## config.mk

```make
export PLATFORM = sky130hd
export DESIGN_NAME = fac_ram
export DESIGN_NICKNAME = d
export VERILOG_FILES = /design/src/hw/rtl/fac_ram.sv
export SDC_FILE = /design/constraint.sdc
export NUM_CORES = 1
export LEC_CHECK = 0
export ABC_AREA = 1
export BUFFER_PORTS_ARGS = -buffer_cell sky130_fd_sc_hd__clkbuf_2
export CORE_UTILIZATION = 40
export DETAILED_ROUTE_END_ITERATION = 6
export PLACE_DENSITY_LB_ADDON = 0.2
export SYNTH_ARGS = -nofsm -noshare
export SYNTH_HDL_FRONTEND = slang
export SYNTH_SLANG_ARGS = --single-unit
```

## constraint.sdc

```tcl
create_clock -name clock -period 2.15 [get_ports clock]
set_input_delay 0.3225 -clock clock [delete_from_list [all_inputs] [get_ports clock]]
set_output_delay 0.3225 -clock clock [all_outputs]
set_load 0.02 [all_outputs]
```

## src/hw/rtl/fac_ram.sv

```systemverilog
// Generic single write port memory with a registered read port.
module fac_ram #(
   parameter int WIDTH = 16,
   parameter int DEPTH = 16
) (
   input  logic                     clock,
   input  logic                     we,
   input  logic [$clog2(DEPTH)-1:0] waddr,
   input  logic [WIDTH-1:0]         wdata,
   input  logic [$clog2(DEPTH)-1:0] raddr,
   output logic [WIDTH-1:0]         rdata
);

   logic [WIDTH-1:0] mem_ff [DEPTH];
   logic [WIDTH-1:0] rdata_ff;

   always_ff @(posedge clock) begin
      if (we) begin
         mem_ff[waddr] <= wdata;
      end
      rdata_ff <= mem_ff[raddr];
   end

   assign rdata = rdata_ff;

endmodule

```

==> metrics.md <==
| Metric | Value |
|---|---|
| Crit path max-delay family | `flip-flops` |
| Max Slew Vio Count | `0` |
| P per Cell Area | `883 nW/um^2` |
| Post-route ant nets | `0` |
| M1 GR Usage | `26.1%` |
| Min Tclk post-route | `between 1 and 1.5 ns` |
| Average routed wire per standard cell | `between 15 and 20 um` |
| Root Driver | `clkbuf_16` |
| Most frequent cells in the layout | `nand2_1 (341), edfxtp_1 (256), inv_1 (196)` |
| Synthesized area | `11,400 um^2` |
| CTS tree | `done` |
| Critical path peak fanout | `1` |
| Unrepaired setup endpoints after global routing | `false` |
| Setup crit start kind | `register` |
| Slowest cell on crit path | `dfxtp_1` |
| Mean Syn Cell Area | `between 10 and 15 um^2` |
| Core Area | `~28,000 um^2` |
| Rows | `about 60` |
| Die W | `171 um` |
| Post-route setup TNS | `0 ns` |
| Fillcell total | `~2,600` |
| Flop2flop setup slack | `~1.2 ns` |
| Final Worst Setup Slack | `approximately 0.65 ns` |
| Drt pass-1 iters | `5` |
| Die Y | `171 um` |
| Data arrival time of the worst path | `between 1 and 1.5 ns` |
| Antenna violations before repair | `0` |
| Post-CTS setup buffers | `0` |
| Via count | `7,324` |
| DP Wirelength | `~15 mm` |
| Cell Area, Placed | `between 10,000 and 15,000 um^2` |
| Gr busiest metal | `met2` |
| Worst reg2reg path depth | `6` |
| Critical path required time | `between 1.5 and 2 ns` |
| Setup Viol. Count Final | `0` |
| Total track usage | `slightly below 20%` |
| CP endpoint kind | `primary output` |
| Finished Cell Area | `~13,000 um^2` |
| Diodes inserted | `0` |
| Worst hold start | `wdata[5]` |
| Reg-to-Reg End | `rdata[2]$_DFF_P_` |
| First-pass GRT wire length | `roughly 42 mm` |
| Die area | `~29,000 um^2` |
| Crit-path cells | `clkbuf_2` |
| Worst skew pair latency | `about 0.55 ns` |
| CTS Buf Count | `30` |
| Starting Density | `40.9%` |
| Vias/cell | `approximately 4.8` |
| RePlAce Congestion | `0.732` |
| Cts repair resizes | `0` |
| Port bufs | `41` |
| R2r startpoint | `mem_ff[0][2]$_DFFE_PP_` |
| Fin nets | `approximately 1,200` |
| Seq/Total Area, Yosys | `70.4%` |
| Area Overhead vs Synth | `15.2%` |
| Met3 GRT Util | `roughly 2.8%` |
| Warnings, synthesis | `0` |
| Fraction of layout cells with a size suffix above 1 | `a little under an eighth` |
| Fin cells | `roughly 1,500` |
| Tot Pwr | `roughly 12 mW` |
| Max cap viols | `0` |
| CTS Sinks | `between 200 and 300` |
| Hold depth | `1` |
| Peak supply drop | `roughly 0.00055 V` |
| Unique masters post-synth | `13` |
| Commonest non-fill, non-tap cell in the layout | `nand2_1` |
| WL final | `27.9 mm` |
| H-Tree Depth | `1` |
| Synthesis-stage register bit count | `approximately 270` |
| Clk slew on worst S/H paths | `about 0.060 ns` |
| Max Root-Sink Buffers | `3` |
| Critical path's largest stage delay | `0.42 ns` |
| Clk_skew | `between 0.006 and 0.007 ns` |
| Initial DRC count | `596` |
| Fin. Hold Viols | `0` |
| Dpl cells | `between 1,000 and 1,500` |
| Mapped Nets | `about 1,100` |
| Gr ovfl total | `0` |
| Post-Synthesis Cells | `1,074` |
| Slew margin rel. | `between 60% and 70%` |
| Largest net degree at the start of global routing | `68` |
| # DRC | `0` |
| Period Utilization, post-route | `between 60% and 70%` |
| Vias in the first global route | `a little over 7,000` |
| Min-delay worst type | `input port to register` |
| Leakage | `around 5.6 nW` |
| Number of top-level pins | `42` |
| Outcome | `finished, final reports clean` |
| Worst-Margin Slew | `between 0.5 and 0.6 ns` |
| Hold-fix buffers, CTS | `0` |
| Hold endpoint | `mem_ff[3][5]$_DFFE_PP_` |
| Fmax | `between 600 and 700 MHz` |
| Pre-CTS setup slack | `between 0.5 and 0.6 ns` |
| Crit path kind | `register to primary output` |
| CP bufs+invs | `1` |
| Met2 global-route usage | `roughly a third` |
## state kept, by name, indices dropped and copies added, names as in the netlist
name / cells
rdata: 16
mem_ff: 256
## cell usage after synthesis
cell        n  area, um^2
nand3_1   193         966
buf_2      19        95.1
inv_1     196         736
nor2_1     17        63.8
buf_4      18         135
nand3b_1    2        15.0
dfxtp_1    16         320
edfxtp_1  256        7690
nand2_1   341        1280
clkbuf_1   10        37.5
buf_6       3        33.8
inv_2       2        7.51
buf_1       1        3.75
## final cells by class
class,instances,area (um^2),area share (%)
Multi-Input combinational cell,553,2360,18.0
Clock buffer,41,813,6.20
Tap cell,378,473,3.61
Clock inverter,15,119,0.906
Timing Repair Buffer,74,593,4.52
Inverter,198,746,5.69
Sequential cell,272,8010,61.1
## per-stage QoR
stage | utilization (%) | hold WS (ns)
2_1_floorplan | - | 0.421
3_3_place_gp | 43.7 | 0.639
3_5_place_dp | 43.7 | 0.642
4_1_cts | 47.1 | 0.185
5_1_grt | 47.1 | 0.216
6_report | 47.1 | 0.212
## power by group
group / internal [mW] / switching, mW / leakage, nW
Sequential: 5.93 / 0.0410 / 2.45
Clock: 2.87 / 2.00 / 0.461
Combinational: 0.215 / 0.528 / 2.70
## layer usage
layer	routed length (um)	vias up
met2	13700	159
met5	0	-
met3	1320	44
met1	12400	3543
li1	-	3578
met4	558	0
## worst max path at each step
stage | startpoint | end | depth (start not counted)
after detailed placement | raddr[0] | rdata[12]$_DFF_P_ | 8
after global routing | rdata[5]$_DFF_P_ | rdata[5] | 1
final | rdata[5]$_DFF_P_ | rdata[5] | 1
after CTS | rdata[5]$_DFF_P_ | rdata[5] | 1
after floorplan | waddr[2] | mem_ff[10][0]$_DFFE_PP_ | 2
after global placement | raddr[0] | rdata[12]$_DFF_P_ | 8
## cell families (layout without fill, tap and decap cells)
logic type	after synthesis	after routing	synth area share (%)
flip-flops	272	272	70.4
buffers and inverters	249	328	9.21
AND/OR/NAND/NOR	553	553	20.4
No activity file was read; power rests on OpenSTA's default activity.
