## src/hw/rtl/fac_pkg.sv

```systemverilog
// Shared types and constants for the frustum box culling block.
package fac_pkg;

   localparam logic [1:0] MODE_LOAD_VIEW = 2'd0;
   localparam logic [1:0] MODE_LOAD_PROJ = 2'd1;
   localparam logic [1:0] MODE_TEST_BOX  = 2'd2;

   localparam int ELEM_W      = 16;
   localparam int COORD_W     = 24;
   localparam int COEF_W      = 35;
   localparam int ACC_W       = 34;
   localparam int PLANE_COUNT = 6;
   localparam int PLANE_AW    = 3;
   localparam int PLANE_W     = 4 * COEF_W;

   typedef enum logic [1:0] {
      ST_IDLE,
      ST_BUILD,
      ST_TEST,
      ST_RESULT
   } state_type;

   typedef struct packed {
      logic                en;
      logic [PLANE_AW-1:0] addr;
      logic [PLANE_W-1:0]  data;
   } plane_wr_type;

endpackage

```

## src/hw/rtl/fac_ram.sv

```systemverilog
// Generic single write port memory with a registered read port.
module fac_ram #(
   parameter int WIDTH = 16,
   parameter int DEPTH = 16
) (
   input  logic                     clock,
   input  logic                     we,
   input  logic [$clog2(DEPTH)-1:0] waddr,
   input  logic [WIDTH-1:0]         wdata,
   input  logic [$clog2(DEPTH)-1:0] raddr,
   output logic [WIDTH-1:0]         rdata
);

   logic [WIDTH-1:0] mem_ff [DEPTH];
   logic [WIDTH-1:0] rdata_ff;

   always_ff @(posedge clock) begin
      if (we) begin
         mem_ff[waddr] <= wdata;
      end
      rdata_ff <= mem_ff[raddr];
   end

   assign rdata = rdata_ff;

endmodule

```

## src/hw/rtl/fac_plane_build.sv

```systemverilog
// Matrix storage and the sequencer that rebuilds the six clip planes.
module fac_plane_build (
   input  logic                       clock,
   input  logic                       reset,
   input  logic                       load_en,
   input  logic                       load_proj,
   input  logic [3:0]                 load_index,
   input  logic [fac_pkg::ELEM_W-1:0] load_value,
   input  logic                       start,
   output fac_pkg::plane_wr_type      plane_wr,
   output logic                       done
);

   logic [15:0] view_vld_ff, view_vld_in;
   logic [15:0] proj_vld_ff, proj_vld_in;
   logic        iss_act_ff, iss_act_in;
   logic [5:0]  iss_cnt_ff, iss_cnt_in;
   logic        s1_vld_ff;
   logic [5:0]  s1_cnt_ff;
   logic        s1_vmask_ff, s1_pmask_ff;
   logic        s2_vld_ff;
   logic [5:0]  s2_cnt_ff;
   logic signed [2*fac_pkg::ELEM_W-1:0] s2_prod_ff;
   logic signed [fac_pkg::ACC_W-1:0]    acc_ff [16];
   logic        wr_act_ff, wr_act_in;
   logic [fac_pkg::PLANE_AW-1:0] wr_p_ff, wr_p_in;

   logic [3:0]                 view_raddr, proj_raddr;
   logic [fac_pkg::ELEM_W-1:0] view_rdata, proj_rdata;
   logic signed [fac_pkg::ELEM_W-1:0] view_op, proj_op;

   assign view_raddr = {iss_cnt_ff[5:4], iss_cnt_ff[1:0]};
   assign proj_raddr = {iss_cnt_ff[1:0], iss_cnt_ff[3:2]};

   fac_ram #(.WIDTH(fac_pkg::ELEM_W), .DEPTH(16)) u_view_ram (
      .clock (clock),
      .we    (load_en && !load_proj),
      .waddr (load_index),
      .wdata (load_value),
      .raddr (view_raddr),
      .rdata (view_rdata)
   );

   fac_ram #(.WIDTH(fac_pkg::ELEM_W), .DEPTH(16)) u_proj_ram (
      .clock (clock),
      .we    (load_en && load_proj),
      .waddr (load_index),
      .wdata (load_value),
      .raddr (proj_raddr),
      .rdata (proj_rdata)
   );

   assign view_op = s1_vmask_ff ? $signed(view_rdata) : '0;
   assign proj_op = s1_pmask_ff ? $signed(proj_rdata) : '0;

   always_comb begin
      view_vld_in = view_vld_ff;
      proj_vld_in = proj_vld_ff;
      if (load_en && !load_proj) begin
         view_vld_in[load_index] = 1'b1;
      end
      if (load_en && load_proj) begin
         proj_vld_in[load_index] = 1'b1;
      end
      iss_act_in = iss_act_ff;
      iss_cnt_in = iss_cnt_ff;
      if (start) begin
         iss_act_in = 1'b1;
         iss_cnt_in = '0;
      end else if (iss_act_ff) begin
         iss_cnt_in = iss_cnt_ff + 6'd1;
         if (iss_cnt_ff == 6'd63) begin
            iss_act_in = 1'b0;
         end
      end
      wr_act_in = wr_act_ff;
      wr_p_in   = wr_p_ff;
      if (s2_vld_ff && s2_cnt_ff == 6'd63) begin
         wr_act_in = 1'b1;
         wr_p_in   = '0;
      end else if (wr_act_ff) begin
         wr_p_in = wr_p_ff + 3'd1;
         if (wr_p_ff == 3'(fac_pkg::PLANE_COUNT - 1)) begin
            wr_act_in = 1'b0;
         end
      end
   end

   always_ff @(posedge clock) begin
      if (reset) begin
         view_vld_ff <= '0;
         proj_vld_ff <= '0;
         iss_act_ff  <= 1'b0;
         iss_cnt_ff  <= '0;
         s1_vld_ff   <= 1'b0;
         s2_vld_ff   <= 1'b0;
         wr_act_ff   <= 1'b0;
         wr_p_ff     <= '0;
      end else begin
         view_vld_ff <= view_vld_in;
         proj_vld_ff <= proj_vld_in;
         iss_act_ff  <= iss_act_in;
         iss_cnt_ff  <= iss_cnt_in;
         s1_vld_ff   <= iss_act_ff;
         s2_vld_ff   <= s1_vld_ff;
         wr_act_ff   <= wr_act_in;
         wr_p_ff     <= wr_p_in;
      end
   end

   always_ff @(posedge clock) begin
      s1_cnt_ff   <= iss_cnt_ff;
      s1_vmask_ff <= view_vld_ff[view_raddr];
      s1_pmask_ff <= proj_vld_ff[proj_raddr];
      s2_cnt_ff   <= s1_cnt_ff;
      s2_prod_ff  <= view_op * proj_op;
      if (s2_vld_ff) begin
         if (s2_cnt_ff[1:0] == 2'd0) begin
            acc_ff[s2_cnt_ff[5:2]] <= fac_pkg::ACC_W'(s2_prod_ff);
         end else begin
            acc_ff[s2_cnt_ff[5:2]] <= acc_ff[s2_cnt_ff[5:2]]
                                      + fac_pkg::ACC_W'(s2_prod_ff);
         end
      end
   end

   always_comb begin
      logic signed [fac_pkg::COEF_W-1:0] base;
      logic signed [fac_pkg::COEF_W-1:0] other;
      plane_wr.en   = wr_act_ff;
      plane_wr.addr = wr_p_ff;
      plane_wr.data = '0;
      for (int r = 0; r < 4; r++) begin
         base  = fac_pkg::COEF_W'(acc_ff[4 * r + 3]);
         other = fac_pkg::COEF_W'(acc_ff[{2'(r), wr_p_ff[2:1]}]);
         plane_wr.data[fac_pkg::COEF_W * r +: fac_pkg::COEF_W] =
            wr_p_ff[0] ? base - other : base + other;
      end
   end

   assign done = wr_act_ff && (wr_p_ff == 3'(fac_pkg::PLANE_COUNT - 1));

endmodule

```

## config.mk

```make
export PLATFORM = sky130hd
export DESIGN_NAME = fac_plane_build
export DESIGN_NICKNAME = d
export VERILOG_FILES = /design/src/hw/rtl/fac_pkg.sv /design/src/hw/rtl/fac_ram.sv /design/src/hw/rtl/fac_plane_build.sv
export SDC_FILE = /design/constraint.sdc
export NUM_CORES = 2
export LEC_CHECK = 0
export BUFFER_PORTS_ARGS = -buffer_cell sky130_fd_sc_hd__buf_2
export CORE_MARGIN = 2
export CORE_UTILIZATION = 25
export CTS_BUF_LIST = sky130_fd_sc_hd__clkbuf_4
export CTS_CLUSTER_DIAMETER = 100
export DETAILED_ROUTE_END_ITERATION = 8
export PLACE_DENSITY = 0.39
export SLEW_MARGIN = 5
export SYNTH_ARGS = -nofsm -noshare
export SYNTH_HDL_FRONTEND = slang
export SYNTH_SLANG_ARGS = --single-unit
```

## constraint.sdc

```tcl
create_clock -name clock -period 17.25 [get_ports clock]
set_input_delay 0 -clock clock [delete_from_list [all_inputs] [get_ports clock]]
set_output_delay 0 -clock clock [all_outputs]
set_load 0.03 [all_outputs]
```

==> flow_summary_export.csv <==
group,metric,value,unit
grt,grt_util_all_layers,15.3,%
sta,fin_crit_sh,47.8,%
clock_network,cts_buffers,348,
clock_network,cts_tree,"yes",
worst_setup_path,worstPathRequired,17.25,ns
synth,dominantRegCellSynth,"edfxtp_1",
outcome,status,"complete, no violations",
synth,syn_avg_cell_area,14.1,µm²
synth,synth_seq_cells,1181,
grt,grt_pass1_vias,45100,
grt,overflow,0,
place,dp.final_hpwl,147000,µm
sta,setup_viol,0,
die,core,268000,µm²
sta,timing.fmax,121,MHz
grt,grt_max_degree,74,
die,ioPinCount,170,
die,die_h,524,µm
synth,ys_warn_count,0,
sta,slew_headroom,17.3,%
detailed_routing,wirelength,211000,µm
place,place.gp.congestion,0.875,
synth,yosys-top-cells-count,"1,056 x edfxtp_1, 476 x mux4_2, 419 x nor2_1, 366 x inv_1, 267 x fa_1",
die,dieArea,274000,µm²
detailed_routing,vias,42400,
sta,finalHoldViolCount,0,
power_and_ir_drop,switching_share,22.5,%
synth,syn-instance-count,4777,
synth,synth_cell_type_count,90,
sta,grt_setup_unrepaired,"false",
power_and_ir_drop,p_per_area,75.8,nW/µm²
clock_network,cts_sinks,1181,
power_and_ir_drop,total_power,5.94,mW
clock_network,clkTransAtPathRegs,0.06,ns
run,maxCapViolations,0,
worst_setup_path,cp-start-kind,"flip-flop",
sta,worst_pin_slew,1.23,ns
power_and_ir_drop,p_seq_share,52.7,%
min_path,hold_path.class,"input pin to flip-flop",
die,row_count,190,
detailed_routing,drtIter0Drc,2650,
detailed_routing,dr.pass1.iters,7,
worst_setup_path,cp-end-kind,"output port",
clock_network,root_buffer,"clkbuf_4",
detailed_routing,post_drt_wl_per_cell,23.3,µm
synth,synth.top_cell.area_share,46.9,%
synth,synth.most_common_cell,"edfxtp_1",
detailed_routing,drc,0,
sta,drv_slew,0,
finish,drive_gt1_share,25.2,%
grt,antenna_found_initial,16,
sta,min_period,8.24,ns
sta,setup_tns,0,ns
clock_network,htree_levels,5,
power_and_ir_drop,p_comb_share,2.6,%
finish,area_delta_synth_final,15.9,%
synth,async_flop_share,0,%
finish,layout.nets,5811,
worst_setup_path,cp.arrival,8.24,ns
die,die_w,524,µm
sta,fin_skew,0.156,ns
clock_network,worst_skew_pair.late_latency,1.33,ns
grt,grt_pass1_wl,308000,µm
synth,synth-edff-count,1056,
synth,synth_fp_nets,5327,
worst_setup_path,critical_path_class,"flip-flop to output port",
place,place.port_buffers,169,
power_and_ir_drop,peakVddDrop,0.0510,mV
die,start_util,25.2,%
clock_network,post_cts_buffers,0,
clock_network,cts_resized,0,
power_and_ir_drop,power_switching,1.33,mW
worst_setup_path,worst-path-max-fanout,54,
power_and_ir_drop,p_clk_share,44.7,%
synth,syn_area,67600,µm²
synth,synth_area_leaders,"edfxtp_1 47%, mux4_2 16%, fa_1 7.9%",
power_and_ir_drop,p_int,4.60,mW
power_and_ir_drop,power_leakage,27.7,nW
detailed_routing,vias_per_cell,4.68,
detailed_routing,postRouteAntennaNets,0,
clock_network,clockBufferDepth,4,
synth,synth_top_area_cell,"edfxtp_1",
synth,synth_seq_area_share,50.6,%
==> per-layer routing <==
| layer | global-route usage (%) | wire length, µm |
|---|---|---|
| met5 | 0 | 10 |
| met4 | 5.08 | 5890 |
| met3 | 2.24 | 8750 |
| met2 | 25.9 | 103000 |
| met1 | 20.0 | 92900 |
==> power by group through the flow <==
stage	logic, mW	registers, mW	clock network (mW)
5_1_grt	0.168	3.13	2.91
4_1_cts	0.159	3.13	2.77
2_1_floorplan	0.0766	3.18	0
6_report	0.155	3.13	2.65
3_5_place_dp	0.138	3.19	0
3_3_place_gp	0.136	3.19	0
==> sequential cells by signal, indices dropped and copies added, names as in the netlist, 3 cells and up, named ones only <==
register / flops
s2_prod_ff: 32
u_proj_ram.rdata: 16
iss_cnt_ff: 6
u_view_ram.rdata: 16
u_proj_ram.mem_ff: 256
wr_p_ff: 3
proj_vld_ff: 16
s2_cnt_ff: 6
acc_ff: 544
s1_cnt_ff: 6
u_view_ram.mem_ff: 256
view_vld_ff: 16
==> stage by stage <==
stage	setup slack (ns)	instances	util, %	instance area, µm²	hold slack (ns)
final	9.01	9068	29.2	78300	0.222
after global routing	8.12	9067	29.2	78300	0.0930
after CTS	8.61	9063	29.2	78300	0.0153
after detailed placement	9.87	8383	27.2	73000	0.283
after global placement	9.88	8383	27.2	73000	0.284
after floorplan	10.78	4777	-	67600	0.0989
==> critical path, cell delays in order, from the launching register on <==
cell	delay [ns]
dfxtp_4	0.62
buf_12	0.41
mux4_2	0.63
or2_1	0.26
or3_1	0.38
nor2_1	0.32
and2_1	0.28
nand2_1	0.19
o21bai_1	0.22
xor2_1	0.16
ha_1	0.31
a211oi_1	0.24
nor2_1	0.10
or4_1	0.43
a221o_1	0.36
o31a_1	0.43
and3b_1	0.21
a2111oi_0	0.69
a21oi_1	0.18
xnor2_1	0.16
buf_2	0.22
==> area by class of cell <==
| cell class | count | area, µm² |
|---|---|---|
| Clock buffer | 527 | 3960 |
| Inverter | 368 | 1380 |
| Sequential cell | 1181 | 34300 |
| Clock inverter | 73 | 380 |
| Multi-Input combinational cell | 3030 | 31400 |
| Timing Repair Buffer | 332 | 2480 |
| Antenna cell | 5 | 12.5 |
| Tap cell | 3552 | 4440 |
| Fill cell | 27300 | 190000 |
==> final timing paths <==
check	endpoint	slack, ns	start	depth (start not counted)
max reg2reg	s2_prod_ff[31]	9.94	s1_pmask_ff	24
min	u_proj_ram.mem_ff[12][12]	0.22	load_value[12]	4
min reg2reg	s2_cnt_ff[5]	0.32	s1_cnt_ff[5]	0
max	plane_wr[139]	9.01	flip-flop	20
==> logic make-up after synthesis <==
kind of cell / after synthesis / share of synthesized area [%]
flip-flops: 1181 / 50.6
AND/OR/NAND/NOR: 1024 / 7.03
AO/OA/AOI/OAI: 681 / 6.22
buffers and inverters: 566 / 3.35
adder cells (fa/ha/maj): 525 / 12.7
multiplexers: 482 / 16.0
XOR/XNOR: 318 / 4.12
==> what timing repair did <==
action                                  in CTS  in global routing
hold buffers                                80                  0
endpoints found under the setup margin       0                  0
hold endpoints to repair                  1071                  0
==> placed cells by master, fill, tap and decap left out, types with 59 or more instances in the layout <==
cell	synthesis	routed
edfxtp_1	1056	1056
buf_2	9	169
xnor2_1	265	265
nor3_1	65	59
o21ai_0	138	126
mux4_2	476	476
inv_1	366	366
buf_4	8	81
dlygate4sd3_1	0	61
clkbuf_4	0	527
nand2_1	266	266
dfxtp_1	125	113
a21o_1	84	84
nand3_1	63	63
a21oi_1	254	254
ha_1	258	258
fa_1	267	267
nor2_1	419	387
Power figures use the tool's default switching activity.
